### src/cmsc_pkg.sv
`timescale 1ns / 1ps
package cmsc_pkg;

  localparam int unsigned FREQ_W  = 32;
  localparam int unsigned SCALE_W = 16;
  localparam int unsigned SHIFT_W = 6;
  // Rounded numerator (target << 32) + freq/2 fits in 63 bits.
  localparam int unsigned NUM_W   = 63;
  // 5 * scale needs 19 bits; its product with freq needs 51.
  localparam int unsigned MAXSEC_W = 19;
  localparam int unsigned PROD_W   = 51;
  localparam int unsigned SPAN_W   = PROD_W - FREQ_W;

  localparam logic [29:0] TARGET_US = 30'd1000000;
  localparam logic [29:0] TARGET_NS = 30'd1000000000;
  localparam logic [SHIFT_W-1:0] FIXED_SHIFT = 6'd20;
  localparam logic [SHIFT_W-1:0] WORD_BITS   = 6'd32;
  localparam logic [2:0] RANGE_FACTOR = 3'd5;

  typedef enum logic [2:0] {
    ST_IDLE,
    ST_SPAN,
    ST_DIV,
    ST_DIV_WAIT,
    ST_DONE
  } state_t;

  typedef enum logic [1:0] {
    SP_IDLE,
    SP_MUL,
    SP_LEN
  } span_phase_t;

  typedef struct packed {
    logic               done;
    logic [SHIFT_W-1:0] acc;
  } span_stat_t;

  typedef struct packed {
    logic             done;
    logic [NUM_W-1:0] quot;
  } div_stat_t;

endpackage

### src/clock_mult_shift_calc_top.sv
`timescale 1ns / 1ps
// Counter conversion calculator: multiplier/shift pairs for microseconds and
// nanoseconds from a counter frequency and a range scale.
// Input channel: in_valid / in_stall with freq_hz and scale. A transfer takes
// place at a rising edge with in_valid high and in_stall low. in_stall is high
// during reset and from the transfer until the item's result has moved into
// the output register.
// Output channel: out_valid / out_stall with mult_us, shift_us, mult_ns,
// nsec_shift; one result per input item, held steady while out_stall is high.
// Sequence: each trial division runs on a bit-serial divider (setup, 63
// quotient bits, result). With a scale of 1 there is one trial per target at
// the fixed shift of 20. Otherwise a serial multiply and bit-length count
// come first, then one to 32 trials per target. A zero frequency skips both
// and goes straight to the done state with an all-zero result.
// The next item can transfer in as soon as a finished result sits in the output
// register, even while the receiver stalls; a second result then waits until
// that register frees up.
// Reset (rst, synchronous) drops any item in progress and empties the output.
module clock_mult_shift_calc_top (
  input  logic                          clk,
  input  logic                          rst,
  input  logic                          in_valid,
  output logic                          in_stall,
  input  logic [cmsc_pkg::FREQ_W-1:0]   freq_hz,
  input  logic [cmsc_pkg::SCALE_W-1:0]  scale,
  output logic                          out_valid,
  input  logic                          out_stall,
  output logic [cmsc_pkg::FREQ_W-1:0]   mult_us,
  output logic [cmsc_pkg::SHIFT_W-1:0]  shift_us,
  output logic [cmsc_pkg::FREQ_W-1:0]   mult_ns,
  output logic [cmsc_pkg::SHIFT_W-1:0]  nsec_shift
);

  cmsc_pkg::state_t state, state_next;

  // item registers
  logic [cmsc_pkg::FREQ_W-1:0]  freq;
  logic                         fixed;
  logic                         tgt;      // 0: microseconds, 1: nanoseconds
  logic [cmsc_pkg::SHIFT_W-1:0] sft;
  logic [cmsc_pkg::SHIFT_W-1:0] acc;
  logic [cmsc_pkg::FREQ_W-1:0]  res_mult_us;
  logic [cmsc_pkg::SHIFT_W-1:0] res_shift_us;
  logic [cmsc_pkg::FREQ_W-1:0]  res_mult_ns;
  logic [cmsc_pkg::SHIFT_W-1:0] res_nsec_shift;

  logic accept;
  logic out_free;
  logic span_start;
  logic div_start;
  logic fits;
  logic take;
  logic [cmsc_pkg::SHIFT_W-1:0] take_shift;
  logic [29:0]                  target;
  logic [cmsc_pkg::NUM_W-1:0]   num;

  cmsc_pkg::span_stat_t span_stat;
  cmsc_pkg::div_stat_t  div_stat;

  assign in_stall = rst || (state != cmsc_pkg::ST_IDLE);
  assign accept   = in_valid && !in_stall;
  assign out_free = !out_valid || !out_stall;

  // rounded numerator for the current trial shift
  assign target = tgt ? cmsc_pkg::TARGET_NS : cmsc_pkg::TARGET_US;
  assign num    = (cmsc_pkg::NUM_W'(target) << sft)
                + cmsc_pkg::NUM_W'(freq[cmsc_pkg::FREQ_W-1:1]);

  // quotient qualifies when it fits in acc bits: nothing at or above bit acc
  assign fits = (div_stat.quot >> acc) == '0;
  assign take = fixed || fits || (sft == 6'd1);
  always_comb begin
    priority if (fixed) take_shift = cmsc_pkg::FIXED_SHIFT;
    else if (fits)      take_shift = sft;
    else                take_shift = '0;
  end

  always_comb begin
    state_next = state;
    span_start = 1'b0;
    div_start  = 1'b0;
    unique case (state)
      cmsc_pkg::ST_IDLE: begin
        if (in_valid) begin
          priority if (freq_hz == '0) begin
            state_next = cmsc_pkg::ST_DONE;
          end else if (scale == 16'd1) begin
            state_next = cmsc_pkg::ST_DIV;
          end else begin
            state_next = cmsc_pkg::ST_SPAN;
            span_start = 1'b1;
          end
        end
      end
      cmsc_pkg::ST_SPAN: begin
        if (span_stat.done) state_next = cmsc_pkg::ST_DIV;
      end
      cmsc_pkg::ST_DIV: begin
        div_start  = 1'b1;
        state_next = cmsc_pkg::ST_DIV_WAIT;
      end
      cmsc_pkg::ST_DIV_WAIT: begin
        if (div_stat.done) begin
          if (take && tgt) state_next = cmsc_pkg::ST_DONE;
          else             state_next = cmsc_pkg::ST_DIV;
        end
      end
      cmsc_pkg::ST_DONE: begin
        if (out_free) state_next = cmsc_pkg::ST_IDLE;
      end
      default: state_next = cmsc_pkg::ST_IDLE;
    endcase
  end

  always_ff @(posedge clk) begin
    if (rst) begin
      state     <= cmsc_pkg::ST_IDLE;
      out_valid <= 1'b0;
    end else begin
      state <= state_next;
      if (state == cmsc_pkg::ST_DONE && out_free) out_valid <= 1'b1;
      else if (!out_stall)                        out_valid <= 1'b0;
    end
  end

  always_ff @(posedge clk) begin
    if (accept) begin
      freq           <= freq_hz;
      fixed          <= (scale == 16'd1);
      tgt            <= 1'b0;
      sft            <= (scale == 16'd1) ? cmsc_pkg::FIXED_SHIFT : cmsc_pkg::WORD_BITS;
      res_mult_us    <= '0;
      res_shift_us   <= '0;
      res_mult_ns    <= '0;
      res_nsec_shift <= '0;
    end
    if (state == cmsc_pkg::ST_SPAN && span_stat.done) acc <= span_stat.acc;
    if (state == cmsc_pkg::ST_DIV_WAIT && div_stat.done) begin
      if (take) begin
        // keep this trial, then restart the search for the next target
        if (tgt) begin
          res_mult_ns    <= div_stat.quot[cmsc_pkg::FREQ_W-1:0];
          res_nsec_shift <= take_shift;
        end else begin
          res_mult_us  <= div_stat.quot[cmsc_pkg::FREQ_W-1:0];
          res_shift_us <= take_shift;
        end
        tgt <= 1'b1;
        sft <= fixed ? cmsc_pkg::FIXED_SHIFT : cmsc_pkg::WORD_BITS;
      end else begin
        sft <= sft - 6'd1;
      end
    end
    if (state == cmsc_pkg::ST_DONE && out_free) begin
      mult_us    <= res_mult_us;
      shift_us   <= res_shift_us;
      mult_ns    <= res_mult_ns;
      nsec_shift <= res_nsec_shift;
    end
  end

  cmsc_span u_span (
    .clk   (clk),
    .rst   (rst),
    .start (span_start),
    .freq  (freq_hz),
    .scale (scale),
    .stat  (span_stat)
  );

  cmsc_div u_div (
    .clk   (clk),
    .rst   (rst),
    .start (div_start),
    .num   (num),
    .den   (freq),
    .stat  (div_stat)
  );

endmodule

### src/cmsc_span.sv
`timescale 1ns / 1ps
// Shift-add multiply of 5*scale by freq, one multiplier bit a cycle, then a
// bit-length count of the upper part, one bit a cycle.
module cmsc_span (
  input  logic                           clk,
  input  logic                           rst,
  input  logic                           start,
  input  logic [cmsc_pkg::FREQ_W-1:0]    freq,
  input  logic [cmsc_pkg::SCALE_W-1:0]   scale,
  output cmsc_pkg::span_stat_t           stat
);

  cmsc_pkg::span_phase_t phase, phase_next;

  logic [cmsc_pkg::PROD_W-1:0]   mcand;
  logic [cmsc_pkg::PROD_W-1:0]   prod;
  logic [cmsc_pkg::PROD_W-1:0]   prod_next;
  logic [cmsc_pkg::MAXSEC_W-1:0] mplier;
  logic [4:0]                    cnt;
  logic [cmsc_pkg::SPAN_W-1:0]   span;
  logic [cmsc_pkg::SHIFT_W-1:0]  acc;
  logic                          done;

  assign prod_next = mplier[0] ? (prod + mcand) : prod;

  always_comb begin
    phase_next = phase;
    unique case (phase)
      cmsc_pkg::SP_IDLE: begin
        if (start) phase_next = cmsc_pkg::SP_MUL;
      end
      cmsc_pkg::SP_MUL: begin
        if (cnt == 5'd0) phase_next = cmsc_pkg::SP_LEN;
      end
      cmsc_pkg::SP_LEN: begin
        if (span == '0) phase_next = cmsc_pkg::SP_IDLE;
      end
      default: phase_next = cmsc_pkg::SP_IDLE;
    endcase
  end

  always_ff @(posedge clk) begin
    if (rst) begin
      phase <= cmsc_pkg::SP_IDLE;
      done  <= 1'b0;
    end else begin
      phase <= phase_next;
      done  <= (phase == cmsc_pkg::SP_LEN) && (span == '0);
    end
  end

  always_ff @(posedge clk) begin
    unique case (phase)
      cmsc_pkg::SP_IDLE: begin
        if (start) begin
          mcand  <= cmsc_pkg::PROD_W'(freq);
          mplier <= cmsc_pkg::MAXSEC_W'(scale) * cmsc_pkg::MAXSEC_W'(cmsc_pkg::RANGE_FACTOR);
          prod   <= '0;
          cnt    <= 5'(cmsc_pkg::MAXSEC_W - 1);
          acc    <= cmsc_pkg::WORD_BITS;
        end
      end
      cmsc_pkg::SP_MUL: begin
        prod   <= prod_next;
        mcand  <= {mcand[cmsc_pkg::PROD_W-2:0], 1'b0};
        mplier <= {1'b0, mplier[cmsc_pkg::MAXSEC_W-1:1]};
        cnt    <= cnt - 5'd1;
        if (cnt == 5'd0) span <= prod_next[cmsc_pkg::PROD_W-1:cmsc_pkg::FREQ_W];
      end
      cmsc_pkg::SP_LEN: begin
        // drop one bit of the span per cycle until it is empty
        if (span != '0) begin
          span <= {1'b0, span[cmsc_pkg::SPAN_W-1:1]};
          acc  <= acc - 6'd1;
        end
      end
      default: ;
    endcase
  end

  assign stat.done = done;
  assign stat.acc  = acc;

endmodule

### src/cmsc_div.sv
`timescale 1ns / 1ps
// Restoring divider, one quotient bit a cycle. Numerator bits leave the top
// of the work register while quotient bits enter at the bottom.
module cmsc_div (
  input  logic                         clk,
  input  logic                         rst,
  input  logic                         start,
  input  logic [cmsc_pkg::NUM_W-1:0]   num,
  input  logic [cmsc_pkg::FREQ_W-1:0]  den,
  output cmsc_pkg::div_stat_t          stat
);

  logic [cmsc_pkg::NUM_W-1:0]  work;
  logic [cmsc_pkg::FREQ_W-1:0] rem;
  logic [cmsc_pkg::FREQ_W-1:0] dvs;
  logic [cmsc_pkg::FREQ_W:0]   trial;
  logic [cmsc_pkg::FREQ_W:0]   diff;
  logic                        qbit;
  logic [5:0]                  cnt;
  logic                        active;
  logic                        done;

  assign trial = {rem, work[cmsc_pkg::NUM_W-1]};
  assign qbit  = trial >= {1'b0, dvs};
  assign diff  = trial - {1'b0, dvs};

  always_ff @(posedge clk) begin
    if (rst) begin
      active <= 1'b0;
      done   <= 1'b0;
    end else begin
      done <= 1'b0;
      if (start) begin
        active <= 1'b1;
      end else if (active && cnt == 6'd1) begin
        active <= 1'b0;
        done   <= 1'b1;
      end
    end
  end

  always_ff @(posedge clk) begin
    if (start) begin
      work <= num;
      dvs  <= den;
      rem  <= '0;
      cnt  <= 6'(cmsc_pkg::NUM_W);
    end else if (active) begin
      rem  <= qbit ? diff[cmsc_pkg::FREQ_W-1:0] : trial[cmsc_pkg::FREQ_W-1:0];
      work <= {work[cmsc_pkg::NUM_W-2:0], qbit};
      cnt  <= cnt - 6'd1;
    end
  end

  assign stat.done = done;
  assign stat.quot = work;

endmodule

### config.mk
export PLATFORM = sky130hd
export DESIGN_NAME = clock_mult_shift_calc_top
export DESIGN_NICKNAME = d
export VERILOG_FILES = /design/src/cmsc_pkg.sv /design/src/clock_mult_shift_calc_top.sv /design/src/cmsc_span.sv /design/src/cmsc_div.sv
export SDC_FILE = /design/constraint.sdc
export NUM_CORES = 1
export LEC_CHECK = 0
export BUFFER_PORTS_ARGS = -buffer_cell sky130_fd_sc_hd__buf_2
export CAP_MARGIN = 20
export CORE_UTILIZATION = 68
export DETAILED_ROUTE_END_ITERATION = 10
export PLACE_DENSITY = 0.87
export SETUP_SLACK_MARGIN = 0.02
export SYNTH_ARGS = -nofsm -noshare
export SYNTH_HDL_FRONTEND = slang
export SYNTH_HIERARCHICAL = 1
export SYNTH_SLANG_ARGS = --single-unit
### constraint.sdc
create_clock -name clk -period 11.2 [get_ports clk]
set_clock_uncertainty 0.1 [all_clocks]
set_input_delay 2.24 -clock clk [delete_from_list [all_inputs] [get_ports clk]]
set_output_delay 2.24 -clock clk [all_outputs]
set_load 0.05 [all_outputs]
# Yosys cells after proc, flatten, opt, wreduce, memory -nomap -nowiden
# Cells that the tools add are included.
totals:
  out_inout_bits: 78
  register_bits: 491
  word_cells: 162
  input_bits: 52
op_classes:
  n_addsub: 7
  n_shift: 2
  reduce_logical: 35
  multipliers: 1
  n_eq_ne: 19
  n_mux: 67
  order_cmp: 1
ops:
  columns: ["op", "count"]
  rows:
  - ["2-to-1 mux 32 bit", 9]
  - ["case mux 51 bit (2 select lines)", 2]
  - ["2-to-1 mux 51 bit", 3]
  - ["2-to-1 mux 63 bit", 2]
  - ["2-to-1 mux 6 bit", 17]
  - ["case mux 19 bit (2 select lines)", 2]
  - ["adder 63 x 31 -> 63 bit", 1]
  - ["logical NOT 63 bit", 1]
  - ["<< shifter 30 x 6 -> 63 bit", 1]
  - [">> shifter 63 x 6 -> 63 bit", 1]
  - ["2-to-1 mux 19 bit", 3]
  - ["adder 51 bit", 1]
  - ["greater-or-equal comparator 33 x 32 -> 1 bit", 1]
  - ["logical NOT 32 bit", 1]
  - ["subtractor 32 bit", 1]
  - ["2-to-1 mux 30 bit", 1]
  - ["logical NOT 19 bit", 1]
  - ["multiplier 16 x 3 -> 19 bit, second input constant", 1]
  - ["nonzero test 19 bit", 1]
  - ["2-to-1 mux 3 bit", 6]
  - ["subtractor 6 x 1 -> 6 bit, second input constant", 3]
  - ["== test 16 x 1 -> 1 bit, second input constant", 1]
  - ["case mux 3 bit (5 select lines)", 1]
  - ["2-to-1 mux 1 bit", 13]
  - ["26 further kinds", 58]

# Longest topological paths before layout
logic_depth:
  depth_word: 8
  ltp_mapped: 20
  depth_no_buf: 19

# By module
# Netlist, hierarchy kept.
modules_own_cells:
  columns: ["mod", "seq_area_each_um2", "area_each_um2", "cells_per_inst", "n_inst"]
  rows:
  - ["clock_mult_shift_calc_top", 5255.0, 12583.3, 1290, 1]
  - ["cmsc_span", 4594.4, 10102.2, 1047, 1]
  - ["cmsc_div", 3653.5, 7176.9, 654, 1]

# Worst setup path after synthesis
# OpenSTA, ideal clock, no wires.
synth_path:
  path_kind: "input port to flip-flop"
  start: "in freq_hz[28] in the netlist's numbering"
  end: "reg u_span.phase[0]"
  path_stages: 8
  arrival_ps: 7582
  setup_time_ps: 83
  path_slack_ps: 3435
  path_buffers: 0
  required_ps: 11017
  cell_sequence: "nor4_1 nand4_1 nor2_1 or4_1 nor3_1 nor2_1 nor2_1 and3b_1"
synth_between:
  elab_chain_len: 6
synth_lines:
  columns: ["item", "line_no", "text"]
  rows:
  - ["start, declared", "clock_mult_shift_calc_top.sv:24", "input logic [cmsc_pkg::FREQ_W-1:0] freq_hz,"]
  - ["logical NOT 32 bit", "clock_mult_shift_calc_top.sv:85", "priority if (freq_hz == '0) begin"]
  - ["2-to-1 mux 1 bit", "clock_mult_shift_calc_top.sv:85", null]
  - ["2-to-1 mux 1 bit", "clock_mult_shift_calc_top.sv:84", "if (in_valid) begin"]
  - ["2-to-1 mux 1 bit", "clock_mult_shift_calc_top.sv:82", "unique case (state)"]
  - ["net span_start", "clock_mult_shift_calc_top.sv:49", "logic span_start;"]
  - ["inequality test 2 bit (no line)", null, null]
  - ["AND reduction 3 bit (no line)", null, null]
  - ["end signal, assigned", "cmsc_span.sv:44", "phase <= cmsc_pkg::SP_IDLE;"]
  - ["end signal, assigned", "cmsc_span.sv:47", "phase <= phase_next;"]
  - ["end, declared", "cmsc_span.sv:13", "cmsc_pkg::span_phase_t phase, phase_next;"]
# The timed path passes the listed nets, and every way through them passes these cells.
# A chain may end at the register's enable or synchronous reset.

# Final worst setup path
layout_path:
  start: "reg tgt"
  end: "reg u_div/work[35] in the netlist's numbering, data pin"
layout_between:
  elab_chain_len: 4
layout_lines:
  columns: ["item", "line_no", "text"]
  rows:
  - ["start, declared", "clock_mult_shift_calc_top.sv:39", "logic tgt;"]
  - ["start signal, assigned", "clock_mult_shift_calc_top.sv:130", "tgt <= 1'b0;"]
  - ["start signal, assigned", "clock_mult_shift_calc_top.sv:148", "tgt <= 1'b1;"]
  - ["2-to-1 mux 30 bit", "clock_mult_shift_calc_top.sv:65", "assign target = tgt ? cmsc_pkg::TARGET_NS : cmsc_pkg::TARGET_US;"]
  - ["<< shifter 30 x 6 -> 63 bit", "clock_mult_shift_calc_top.sv:66", "assign num = (cmsc_pkg::NUM_W'(target) << sft)"]
  - ["adder 63 x 31 -> 63 bit", "clock_mult_shift_calc_top.sv:67", "+ cmsc_pkg::NUM_W'(freq[cmsc_pkg::FREQ_W-1:1]);"]
  - ["net num, one bit", "clock_mult_shift_calc_top.sv:55", "logic [cmsc_pkg::NUM_W-1:0] num;"]
  - ["2-to-1 mux 63 bit", "cmsc_div.sv:43", "if (start) begin"]
  - ["end signal, assigned", "cmsc_div.sv:44", "work <= num;"]
  - ["end signal, assigned", "cmsc_div.sv:50", "work <= {work[cmsc_pkg::NUM_W-2:0], qbit};"]
  - ["end, declared", "cmsc_div.sv:13", "logic [cmsc_pkg::NUM_W-1:0] work;"]
# The timed path passes the listed nets, and every way through them passes these cells.

==> flow_summary.yaml <==
yosys:
  synth_area_leaders: "edfxtp_1, dfxtp_1, ha_1"
  yosys.area.top_type: "edfxtp_1"
  synth_xor_xnor_area_share_pct: 3.373
  synth_compound_area_share_pct: 15.22
  synthFlopType: "edfxtp_1"
  yosysUniqueCellTypes: 108
  synthTopCellsByCount: "nand2_1, edfxtp_1, nor2_1"
  synthesis.area_sq_um: 29860
  yosysMostFrequentCell: "nand2_1"
  synthArstFlopShare_pct: 0
  synth_simple_gate_area_share_pct: 16.46
  netlist.area_leader.share_pct: 36.90
  synthAdderAreaFrac_pct: 6.469
  yosysWarnings: 6
  synth_seq_cells: 491
  synthCells: 2991
  yosysSeqAreaShare_pct: 45.22
  synth_top_family_by_area: "simple AND/OR/NAND/NOR gates"
  muxShareOfSynthArea_pct: 8.765
  synth_edf_count: 367
  synth_nets: 3195
  avgSynthCellArea_sq_um: 9.984
outcome:
  status: "complete, no violations"
placement:
  placedCellCount: 3573
  place.gp.congestion: 0.9801
  place_hpwl_um: 58890
  portBuffers: 129
floorplanning:
  rows: 76
  die_x_um: 211.6
  io_pins: 130
  initial_core_util_pct: 69.17
  die_y_um: 211.6
  dieArea_sq_um: 44760
  core_area_sq_um: 43170
pwr:
  p_leak_nw: 12.26
  switchingPower_mw: 2.032
  swShare_pct: 34.36
  p_seq_share_pct: 40.2
  pwr-share-comb_pct: 30.6
  vdd_drop_max_mv: 0.1576
  finalPower_mw: 5.913
  power_frac_clock_pct: 29.1
  p_int_mw: 3.881
  p_per_area_nw_per_um2: 182.7
clock_tree:
  insertion_delay_ps: 610
  clkTransAtPathRegs_ps: 60
  cts_tree: "done"
  clock-sinks: 491
  post_cts_resized: 0
  hold_buffers: 0
  post_cts_buffers: 0
  root_buffer: "clkbuf_16"
  htreeDepth: 2
  cts_max_path_buffers: 3
  numCtsBuffers: 50
drt:
  drt_wl_total_um: 81440
  vias_per_cell: 6.609
  antenna_left: 0
  vias: 24240
  drc: 0
  dr.pass1.iters: 6
  drt-initial-drc-count: 2397
  wire_per_inst_um: 22.20
final_layout:
  n_fill_cell: 3026
  n_antenna_cell: 0
  areaGrowthSynthToFinish_pct: 8.363
  final_cells: 3668
  layout-drive-gt1-share_pct: 13.23
  nets: 3245
timing:
  fin_crit_ps: 5801
  worst_slew_pin_slew_ps: 1223
  setup_tns_ps: 0
  hold_violations: 0
  slew-limit-headroom_pct: 17.42
  rsz0062_at_grt: "no"
  max_freq_ghz: 0.1724
  fin_crit_sh_pct: 51.79
  finalSetupViolCount: 0
  maxSlewViolCount: 0
global_routing:
  antenna_found_initial: 2
  overflow: 0
  grt_max_degree: 79
  grtUsageTotal_pct: 36.34
  grt_pass1_wl_um: 126900
  grt_pass1_vias: 23170
critical_path:
  startpoint_type: "flip-flop"
  worstSetupPathType: "reg2reg"
  rr_worst_depth: 19
  worstPathRequired_ps: 11460
  critPathMaxFanout: 15
  crit_arrival_ps: 6060
  end_kind: "flip-flop"
job:
  drv_cap: 0
min_path:
  hold_depth: 0
  hp-class: "reg2reg"
[final cells by class]
type | instances | area, sq um | share of cell area, %
timing repair buffer | 162 | 889.6 | 2.749
clock inverter | 32 | 327.8 | 1.013
sequential | 491 | 13500 | 41.73
clock buffer | 62 | 1349 | 4.168
tap | 585 | 732.0 | 2.262
inverter | 134 | 503.0 | 1.554
multi-input combinational | 2202 | 15060 | 46.53
[flip-flops by register name, indices dropped and copies added (netlist names), 19 cells and up]
name / flops
u_div/work: 63
res_mult_ns: 32
mult_ns: 32
u_span/prod: 51
u_span/span: 19
u_div/dvs: 32
u_span/mcand: 51
res_mult_us: 32
u_div/rem: 32
mult_us: 32
freq: 32
u_span/mplier: 19
[through the flow]
step           worst slack, ps  utilization, %  area (sq um)  hold WS (ps)
6_report                  5399           74.96         32360         328.7
4_1_cts                   5507           74.94         32350         327.4
2_1_floorplan             3435               -         29860         300.3
5_1_grt                   5127           74.96         32360         342.3
3_3_place_gp              5587           71.05         30670         312.7
3_5_place_dp              5534           71.06         30680         313.8
[worst max-delay path, stage by stage (launching register included)]
cell and delay [ps]:
dfxtp_1 720, inv_1 370, ha_1 420, mux2i_1 210
nand2_1 80, o21ai_0 140, mux2i_1 140, o21ai_0 270
and2_1 180, ha_1 280, a211o_1 330, nor2_1 100
nand2_1 60, a31oi_1 250, nor3_1 110, o311ai_0 820
o21ai_0 390, nand2_1 200, xnor2_1 80, mux2_2 290
[power groups by stage]
| stage | clock network, mW | registers (mW) | logic, mW |
|---|---|---|---|
| after floorplan | 0 | 2.35 | 1.42 |
| final | 1.72 | 2.38 | 1.81 |
| after global routing | 1.80 | 2.40 | 1.98 |
| after global placement | 0 | 2.40 | 1.69 |
| after detailed placement | 0 | 2.41 | 1.75 |
| after CTS | 1.74 | 2.37 | 1.77 |
[cells by family (layout without fill, tap and decap cells)]
group                      Yosys count  after routing
AOI/OAI and AO/OA                  674            674
muxes                              219            219
DFF                                491            491
buffers and inverters              298            390
adders and majority gates          152            152
xor gates and xnor gates           115            115
and+or+nand+nor                   1042           1042
[per-layer routing]
metal / share of wire (%) / up-vias / GRT usage [%] / routed length [um]
li1: - / 11160 / - / -
met1: 41 / 11660 / 48.04 / 33200
met2: 48 / 1209 / 60.17 / 38810
met3: 7.8 / 211 / 5.830 / 6325
met4: 3.8 / 4 / 13.79 / 3076
met5: 0.033 / - / 0 / 27
[cell usage in the layout (no fill, tap or decap), types with 23 or more instances in the layout]
master     count
a211oi_1      23
a21o_1        54
a21oi_1      188
a31oi_1       29
and2_1        45
buf_2        129
buf_4         32
clkbuf_16     52
dfxtp_1      124
edfxtp_1     367
ha_1         148
inv_1        130
mux2_2        85
mux2i_1      101
mux4_2        24
nand2_1      395
nand2b_1      27
nand3_1       53
nand4_1       38
nor2_1       247
nor3_1        67
nor4_1        40
o211ai_1      30
o21ai_0       90
o22ai_1       24
xnor2_1       75
xor2_1        40
[final timing paths]
path | slack, ps | from | endpoint
max | 5400 | tgt | u_div/work[35]
min | 330 | res_mult_ns[22] | mult_ns[22]
max reg2reg | 5400 | tgt | u_div/work[35]
min reg2reg | 330 | res_mult_ns[22] | mult_ns[22]
Power figures use the tool's default switching activity.
